`src/assert_macros.svh`:
```
// Shared assertion macros. All assertions sample on clk_i and are
// disabled while rst_ni is low.
`ifndef ASSERT_MACROS_SVH
`define ASSERT_MACROS_SVH

// Same-cycle implication
`define ASSERT_IMPL(lbl, ante, cons) \
  lbl: assert property (@(posedge clk_i) disable iff (!rst_ni) (ante) |-> (cons)) \
    else $error("same-cycle implication failed");

// Next-cycle implication
`define ASSERT_NEXT(lbl, ante, cons) \
  lbl: assert property (@(posedge clk_i) disable iff (!rst_ni) (ante) |=> (cons)) \
    else $error("next-cycle implication failed");

`endif

```
`src/ppi_pkg.sv`:
```
package ppi_pkg;

  // Coordinate width, fixed by the payload structs
  localparam int CoordWidth = 16;
  // Command queue depth between front and back
  localparam int QueueDepth = 2;

  typedef logic signed [CoordWidth-1:0] coord_t;
  typedef logic signed [CoordWidth:0]   delta_t;
  typedef logic        [CoordWidth-1:0] steps_t;

  typedef enum logic {
    OpLoad    = 1'b0,
    OpAdvance = 1'b1
  } op_e;

  typedef enum logic [1:0] {
    CmdAdvance = 2'd0,
    CmdOpen    = 2'd1,
    CmdClose   = 2'd2
  } cmd_e;

  typedef struct packed {
    op_e    operation;
    coord_t vertex_x;
    coord_t vertex_y;
    logic   path_start;
  } in_t;

  typedef struct packed {
    coord_t point_x;
    coord_t point_y;
    logic   segment_last;
  } out_t;

  // Work item handed from front to back
  typedef struct packed {
    cmd_e   op;
    coord_t start_x;
    coord_t start_y;
    delta_t delta_x;
    delta_t delta_y;
    steps_t steps;
  } cmd_t;

  typedef struct packed {
    logic full;
    logic empty;
  } q_stat_t;

  // Per-axis DDA accumulator: floor of the exact point and remainder in [0, n)
  typedef struct packed {
    coord_t cur;
    steps_t rem;
  } dda_t;

  // cur + rem/n rounded half away from zero
  function automatic coord_t round_point(coord_t cur, steps_t rem, steps_t n);
    logic [CoordWidth:0] two_rem;
    logic [CoordWidth:0] n_ext;
    logic                up;
    two_rem = {rem, 1'b0};
    n_ext   = {1'b0, n};
    up      = (two_rem > n_ext) || ((two_rem == n_ext) && !cur[CoordWidth-1]);
    return cur + coord_t'({{(CoordWidth-1){1'b0}}, up});
  endfunction

  // Add d/n to the accumulator, at most one carry or borrow
  function automatic dda_t dda_step(dda_t acc, delta_t d, steps_t n);
    logic signed [CoordWidth+1:0] s;
    logic signed [CoordWidth+1:0] nn;
    logic signed [CoordWidth+1:0] t;
    dda_t                         res;
    s  = $signed({2'b00, acc.rem}) + $signed({d[CoordWidth], d});
    nn = $signed({2'b00, n});
    res = acc;
    if (s >= nn) begin
      t       = s - nn;
      res.rem = t[CoordWidth-1:0];
      res.cur = acc.cur + coord_t'(1);
    end else if (s < 0) begin
      t       = s + nn;
      res.rem = t[CoordWidth-1:0];
      res.cur = acc.cur - coord_t'(1);
    end else begin
      res.rem = s[CoordWidth-1:0];
    end
    return res;
  endfunction

endpackage

```
`src/ppi_front.sv`:
```
module ppi_front (
  input  logic          clk_i,
  input  logic          rst_ni,
  input  ppi_pkg::in_t  in_data_i,
  input  logic          accept_i,
  output ppi_pkg::cmd_t cmd_o
);
  import ppi_pkg::*;

  coord_t prev_x_q, prev_y_q;
  logic   have_vertex_q;

  delta_t dx, dy, neg_dx, neg_dy;
  steps_t ax, ay, n;

  // Segment setup from the previous vertex
  always_comb begin
    dx     = {in_data_i.vertex_x[CoordWidth-1], in_data_i.vertex_x}
           - {prev_x_q[CoordWidth-1], prev_x_q};
    dy     = {in_data_i.vertex_y[CoordWidth-1], in_data_i.vertex_y}
           - {prev_y_q[CoordWidth-1], prev_y_q};
    neg_dx = -dx;
    neg_dy = -dy;
    ax     = dx[CoordWidth] ? neg_dx[CoordWidth-1:0] : dx[CoordWidth-1:0];
    ay     = dy[CoordWidth] ? neg_dy[CoordWidth-1:0] : dy[CoordWidth-1:0];
    n      = (ax > ay) ? ax : ay;
    if (n == '0) begin
      n = steps_t'(1);
    end
  end

  // Classify the item
  always_comb begin
    cmd_o.start_x = prev_x_q;
    cmd_o.start_y = prev_y_q;
    cmd_o.delta_x = dx;
    cmd_o.delta_y = dy;
    cmd_o.steps   = n;
    if (in_data_i.operation == OpAdvance) begin
      cmd_o.op = CmdAdvance;
    end else if (in_data_i.path_start || !have_vertex_q) begin
      cmd_o.op = CmdClose;
    end else begin
      cmd_o.op = CmdOpen;
    end
  end

  // Previous vertex tracking
  always_ff @(posedge clk_i or negedge rst_ni) begin
    if (!rst_ni) begin
      prev_x_q      <= '0;
      prev_y_q      <= '0;
      have_vertex_q <= 1'b0;
    end else if (accept_i && (in_data_i.operation == OpLoad)) begin
      prev_x_q      <= in_data_i.vertex_x;
      prev_y_q      <= in_data_i.vertex_y;
      have_vertex_q <= 1'b1;
    end
  end

endmodule

```
`src/ppi_queue.sv`:
```
module ppi_queue (
  input  logic            clk_i,
  input  logic            rst_ni,
  input  logic            push_i,
  input  ppi_pkg::cmd_t   push_data_i,
  input  logic            pop_i,
  output ppi_pkg::cmd_t   head_o,
  output ppi_pkg::q_stat_t stat_o
);
  import ppi_pkg::*;

  localparam int PtrW = (QueueDepth > 1) ? $clog2(QueueDepth) : 1;
  localparam int CntW = $clog2(QueueDepth + 1);

  cmd_t            entry_q [QueueDepth];
  logic [PtrW-1:0] wptr_q, rptr_q;
  logic [CntW-1:0] count_q;

  assign head_o       = entry_q[rptr_q];
  assign stat_o.full  = (count_q == CntW'(QueueDepth));
  assign stat_o.empty = (count_q == '0);

  function automatic logic [PtrW-1:0] ptr_inc(logic [PtrW-1:0] p);
    return (p == PtrW'(QueueDepth - 1)) ? '0 : p + PtrW'(1);
  endfunction

  // Entry storage
  always_ff @(posedge clk_i) begin
    if (push_i) begin
      entry_q[wptr_q] <= push_data_i;
    end
  end

  // Pointers and fill count
  always_ff @(posedge clk_i or negedge rst_ni) begin
    if (!rst_ni) begin
      wptr_q  <= '0;
      rptr_q  <= '0;
      count_q <= '0;
    end else begin
      if (push_i) begin
        wptr_q <= ptr_inc(wptr_q);
      end
      if (pop_i) begin
        rptr_q <= ptr_inc(rptr_q);
      end
      if (push_i && !pop_i) begin
        count_q <= count_q + CntW'(1);
      end else if (pop_i && !push_i) begin
        count_q <= count_q - CntW'(1);
      end
    end
  end

endmodule

```
`src/ppi_back.sv`:
```
module ppi_back (
  input  logic          clk_i,
  input  logic          rst_ni,
  input  ppi_pkg::cmd_t head_i,
  input  logic          head_valid_i,
  output logic          pop_o,
  output logic          out_valid_o,
  input  logic          out_ready_i,
  output ppi_pkg::out_t out_data_o
);
  import ppi_pkg::*;

  logic   active_q;
  dda_t   acc_x_q, acc_y_q;
  delta_t dx_q, dy_q;
  steps_t n_q, idx_q;
  out_t   out_q;
  logic   out_valid_q;

  logic   last;
  logic   emit;

  // Take the next command when the output register is free or draining
  assign pop_o       = head_valid_i && (!out_valid_q || out_ready_i);
  assign last        = (idx_q == n_q);
  assign emit        = pop_o && (head_i.op == CmdAdvance) && active_q;
  assign out_valid_o = out_valid_q;
  assign out_data_o  = out_q;

  // Segment state
  always_ff @(posedge clk_i or negedge rst_ni) begin
    if (!rst_ni) begin
      active_q <= 1'b0;
      acc_x_q  <= '0;
      acc_y_q  <= '0;
      dx_q     <= '0;
      dy_q     <= '0;
      n_q      <= steps_t'(1);
      idx_q    <= '0;
    end else if (pop_o) begin
      case (head_i.op)
        CmdOpen: begin
          active_q    <= 1'b1;
          acc_x_q.cur <= head_i.start_x;
          acc_x_q.rem <= '0;
          acc_y_q.cur <= head_i.start_y;
          acc_y_q.rem <= '0;
          dx_q        <= head_i.delta_x;
          dy_q        <= head_i.delta_y;
          n_q         <= head_i.steps;
          idx_q       <= '0;
        end
        CmdClose: begin
          active_q <= 1'b0;
        end
        CmdAdvance: begin
          if (active_q) begin
            if (last) begin
              active_q <= 1'b0;
            end else begin
              idx_q   <= idx_q + steps_t'(1);
              acc_x_q <= dda_step(acc_x_q, dx_q, n_q);
              acc_y_q <= dda_step(acc_y_q, dy_q, n_q);
            end
          end
        end
        default: begin
          active_q <= active_q;
        end
      endcase
    end
  end

  // Output register
  always_ff @(posedge clk_i or negedge rst_ni) begin
    if (!rst_ni) begin
      out_valid_q <= 1'b0;
    end else if (emit) begin
      out_valid_q <= 1'b1;
    end else if (out_ready_i) begin
      out_valid_q <= 1'b0;
    end
  end

  always_ff @(posedge clk_i) begin
    if (emit) begin
      out_q.point_x      <= round_point(acc_x_q.cur, acc_x_q.rem, n_q);
      out_q.point_y      <= round_point(acc_y_q.cur, acc_y_q.rem, n_q);
      out_q.segment_last <= last;
    end
  end

endmodule

```
`src/polyline_point_interpolator.sv`:
```
// Output: an advance transfer is written into the command queue, and its point is
// registered in the output register when the back end pops it; loads produce no output.
// Throughput: one item per cycle while the output accepts, set by the DDA update in the
// back end; a two-entry command queue absorbs output stalls.
// Reset: asynchronous, active low; clears vertex history, segment state,
// queue pointers and output valid. No clearing pass.
module polyline_point_interpolator (
  input  logic          clk_i,
  input  logic          rst_ni,
  input  logic          in_valid_i,
  output logic          in_ready_o,
  input  ppi_pkg::in_t  in_data_i,
  output logic          out_valid_o,
  input  logic          out_ready_i,
  output ppi_pkg::out_t out_data_o
);
  import ppi_pkg::*;

`include "assert_macros.svh"

  cmd_t    front_cmd;
  cmd_t    head;
  q_stat_t q_stat;
  logic    in_xfer;
  logic    pop;
  logic    pop_adv;

  assign in_ready_o = !q_stat.full;
  assign in_xfer    = in_valid_i && in_ready_o;
  assign pop_adv    = pop && (head.op == CmdAdvance);

  // Front end: vertex tracking and command classification
  ppi_front u_front (
    .clk_i     (clk_i),
    .rst_ni    (rst_ni),
    .in_data_i (in_data_i),
    .accept_i  (in_xfer),
    .cmd_o     (front_cmd)
  );

  // Command queue between front and back
  ppi_queue u_queue (
    .clk_i       (clk_i),
    .rst_ni      (rst_ni),
    .push_i      (in_xfer),
    .push_data_i (front_cmd),
    .pop_i       (pop),
    .head_o      (head),
    .stat_o      (q_stat)
  );

  // Back end: DDA stepping and output register
  ppi_back u_back (
    .clk_i        (clk_i),
    .rst_ni       (rst_ni),
    .head_i       (head),
    .head_valid_i (!q_stat.empty),
    .pop_o        (pop),
    .out_valid_o  (out_valid_o),
    .out_ready_i  (out_ready_i),
    .out_data_o   (out_data_o)
  );

  // Checks
  `ASSERT_IMPL(a_ready_only_when_room, !in_ready_o, q_stat.full)
  `ASSERT_IMPL(a_queue_state_sane, q_stat.full, !q_stat.empty)
  `ASSERT_IMPL(a_out_from_advance, $rose(out_valid_o), $past(pop_adv))
  `ASSERT_NEXT(a_stall_keeps_queue, out_valid_o && !out_ready_i && !q_stat.empty, !q_stat.empty)

endmodule

```
`config.mk`:
```
export PLATFORM = sky130hd
export DESIGN_NAME = polyline_point_interpolator
export DESIGN_NICKNAME = d
export VERILOG_FILES = /design/src/ppi_pkg.sv /design/src/ppi_front.sv /design/src/ppi_queue.sv /design/src/ppi_back.sv /design/src/polyline_point_interpolator.sv
export VERILOG_INCLUDE_DIRS = /design/src /design/src/src
export SDC_FILE = /design/constraint.sdc
export NUM_CORES = 1
export LEC_CHECK = 0
export ABC_CLOCK_PERIOD_IN_PS = 9250
export BUFFER_PORTS_ARGS = -buffer_cell sky130_fd_sc_hd__buf_2
export CORE_MARGIN = 2
export CORE_UTILIZATION = 46
export DETAILED_ROUTE_END_ITERATION = 16
export RECOVER_POWER = 100
export SLEW_MARGIN = 20
export SYNTH_ARGS = -nofsm -noshare
export SYNTH_HDL_FRONTEND = slang
export SYNTH_SLANG_ARGS = --single-unit
```
`constraint.sdc`:
```
create_clock -name clk_i -period 9.25 [get_ports clk_i]
set_input_delay 1.85 -clock clk_i [delete_from_list [all_inputs] [get_ports clk_i]]
set_output_delay 1.85 -clock clk_i [all_outputs]
set_load 0.01 [all_outputs]
```
==> flow_summary.json <==
{
  "outcome": "complete, but fails checks",
  "violations": "capacitance limit, slew limit",
  "dr.pass1.iters": 6,
  "fill_cells": 4908,
  "dp_slack_ns": 1.470,
  "clkLatencyLatePin_ns": 0.60,
  "cp_cell_sequence": "buf_2 -> inv_1 -> ha_1 -> inv_1 -> fa_1 -> a211o_1 -> and3_1 -> a2111oi_0 -> o31a_1 -> o21ai_0 -> clkinv_1 -> mux2i_1 -> ha_1 -> nor2b_1 -> o21a_1 -> o21a_1 -> o21a_1 -> o31ai_1 -> clkbuf_1 -> mux2i_1 -> nor3_1 -> nand4_1 -> o31ai_1",
  "port_buffers": 72,
  "required_ns": 9.62,
  "crit_top_cell": "o21a_1",
  "place_hpwl_um": 54290,
  "cts_buffers": 42,
  "vias_per_cell": 5.986,
  "grt_pass1_wl_um": 110800,
  "cpPeakStageDelay_ns": 0.89,
  "cts.root.buffer_cell": "clkbuf_16",
  "ioPinCount": 73,
  "antenna_left": 0,
  "endpoint_kind": "register",
  "drcViolationCount": 0,
  "grt_usage_pct": 25.71,
  "relSlewSlack_pct": -192.6,
  "setup_ws_ns": 0.7781,
  "cts_tree": "built",
  "rows": 84,
  "post-route-min-period_ns": 8.472,
  "syn_area_per_cell_um2": 9.749,
  "slowest_stage": "a2111oi_0",
  "drive_above_1_share_pct": 5.253,
  "gp_congestion": 0.9576,
  "cp-start-kind": "input pin",
  "syn-num-nets": 2780,
  "syn-cell-area_um2": 24610,
  "drtIter0Drc": 1773,
  "ys_top_cells_by_area": "edfxtp_1 25%, dfrtp_1 17%, ha_1 11%, mux2i_1 4.2%, a21oi_1 3.9%",
  "fmax_mhz": 118.0,
  "synth_cell_types": 87,
  "clock_sinks": 370,
  "rsz0062_at_grt": "false",
  "grt_overflow_total": 0,
  "fp.dieH_um": 235.3,
  "synth_seq_cells": 370,
  "cts.clk_slew.worst_paths_ns": 0.06,
  "fin_util_pct": 50.98,
  "yosys.area.top_type": "edfxtp_1",
  "die_area_um2": 55360,
  "synthCells": 2524,
  "post_cts_buffers": 0,
  "crit_arrival_ns": 8.85,
  "crit_family": "compound AO/OA/AOI/OAI gates",
  "nNetsFinal": 2830,
  "vias": 19731,
  "worstSetupPathType": "input pin to register",
  "hold_violations": 0,
  "start_util_pct": 46.64,
  "cts_buffer_depth": 3,
  "grt_max_degree": 104,
  "async_flop_share_pct": 45.68,
  "setup_tns_ns": 0,
  "diodes": 0,
  "cts_max_level": 2,
  "hold_path.class": "register to register",
  "synth_top_area_share_pct": 24.53,
  "routedWlPerCell_um": 21.86,
  "grt_pass1_vias": 18765,
  "postCtsHoldBufs": 0,
  "hold_ws_ns": 0.4698,
  "max-cap-violations": 10,
  "die_w_um": 235.3,
  "fin_crit_sh_pct": 91.59,
  "core_region_area_um2": 52760,
  "cts_resized": 0,
  "clock_skew_ns": 0.03530,
  "worstPathMaxFanout": 19,
  "report.final.slew_viol_count": 583,
  "yosysMostFrequentCell": "ha_1",
  "grt_antenna_before_repair": 1,
  "critPathBufInv": 5,
  "ys.flop_type": "edfxtp_1",
  "setup_viol": 0,
  "synth-seq-area-share_pct": 41.72,
  "drt-total-wl_um": 72070,
  "synth_edf_count": 201,
  "synthTopCellsByCount": "208 x ha_1, 201 x edfxtp_1, 197 x nor2_1",
  "area_growth_pct": 9.310,
  "tightest_slew_ns": 4.389,
  "synth_warnings": 0
}
-- state kept, by name, indices dropped and copies added, names as in the netlist --
signal and flops:
u_queue.entry_q 168, u_back.out_data_o 33, u_back.acc_x_q 32, u_back.acc_y_q 32
u_back.dx_q 17, u_back.dy_q 17, u_back.idx_q 16, u_back.n_q 16
u_front.prev_x_q 16, u_front.prev_y_q 16, u_queue.count_q 2, u_back.active_q 1
u_back.out_valid_o 1, u_front.have_vertex_q 1, u_queue.rptr_q 1, u_queue.wptr_q 1
-- cell usage in the layout, fill, tap and decap left out, types with 17 or more instances in the layout --
cell type    n
ha_1       208
mux2i_1    104
xor2_1      66
buf_2       26
o21a_1      31
edfxtp_1   201
clkbuf_1    70
inv_1      143
clkbuf_16   43
nand3_1     62
nor2_1     195
a31oi_1     20
dfrtp_1    168
a21o_1      50
nand2b_1    37
a21oi_1    194
nand4_1     27
or3_1       24
o211ai_1    27
o311ai_0    17
xnor2_1     88
o31ai_1     32
o21ai_0    159
a211oi_1    20
nor2b_1     24
o21bai_1    20
and3_1      29
nor3_1      60
nand2_1    193
-- layer usage --
metal | track usage (%) | vias up | share of wire (%)
met4 | 7.856 | 2 | 2.9
met2 | 39.71 | 624 | 44
met1 | 37.56 | 9538 | 47
li1 | - | 9453 | -
met5 | 0 | - | 0.018
met3 | 3.424 | 114 | 6.1
-- final cells by class --
class	instances	area (um^2)	share of cell area, %
Sequential cell	370	10270	38.17
Timing Repair Buffer	96	427.9	1.591
Clock buffer	54	1127	4.191
Clock inverter	24	219.0	0.8140
Multi-Input combinational cell	1920	13460	50.03
Inverter	144	540.5	2.009
Tap cell	688	860.8	3.200
-- metrics by stage --
step           cells  instance area (um^2)
5_1_grt         3296                 26900
4_1_cts         3295                 27080
3_5_place_dp    3217                 25730
3_3_place_gp    3217                 25730
2_1_floorplan   2524                 24610
6_report        3296                 26900
-- worst register-to-register path: cells and delay by family (launching register included) --
kind                       cells  cell delay [ns]
and+or+nand+nor                5             0.66
xor gates and xnor gates       1             0.21
adders and majority gates      3             1.11
AOI/OAI and AO/OA             16             4.94
buffers and inverters          3             0.51
DFF                            1             0.41
-- kinds of logic (layout without fill, tap and decap cells) --
logic type / Yosys count / in the layout / synth area share, %
DFF: 370 / 370 / 41.72
xor gates and xnor gates: 154 / 154 / 5.481
and+or+nand+nor: 732 / 732 / 14.43
buffers and inverters: 234 / 318 / 3.646
AOI/OAI and AO/OA: 708 / 708 / 18.92
adders and majority gates: 218 / 218 / 11.39
muxes: 108 / 108 / 4.413
-- path summary, 6_finish.rpt --
kind / from / endpoint / slack (ns) / depth (start not counted)
min in group asynchronous: rst_ni / u_back.acc_x_q[18] / 2.50 / 1
setup / recovery: in_data_i[1] / u_queue.entry_q[1][0] / 0.78 / 23
hold reg to reg: u_front.prev_x_q[8] / u_queue.entry_q[0][74] / 0.47 / 0
max in group asynchronous: rst_ni / u_front.prev_y_q[1] / 2.91 / 2
hold / removal: u_front.prev_x_q[8] / u_queue.entry_q[0][74] / 0.47 / 0
setup reg to reg: u_back.dy_q[1] / u_back.acc_y_q[31] / 1.35 / 28
Power is left out: the tool's default activity adds up to more than one toggle a clock period on the data nets, which glitch-free logic cannot reach.
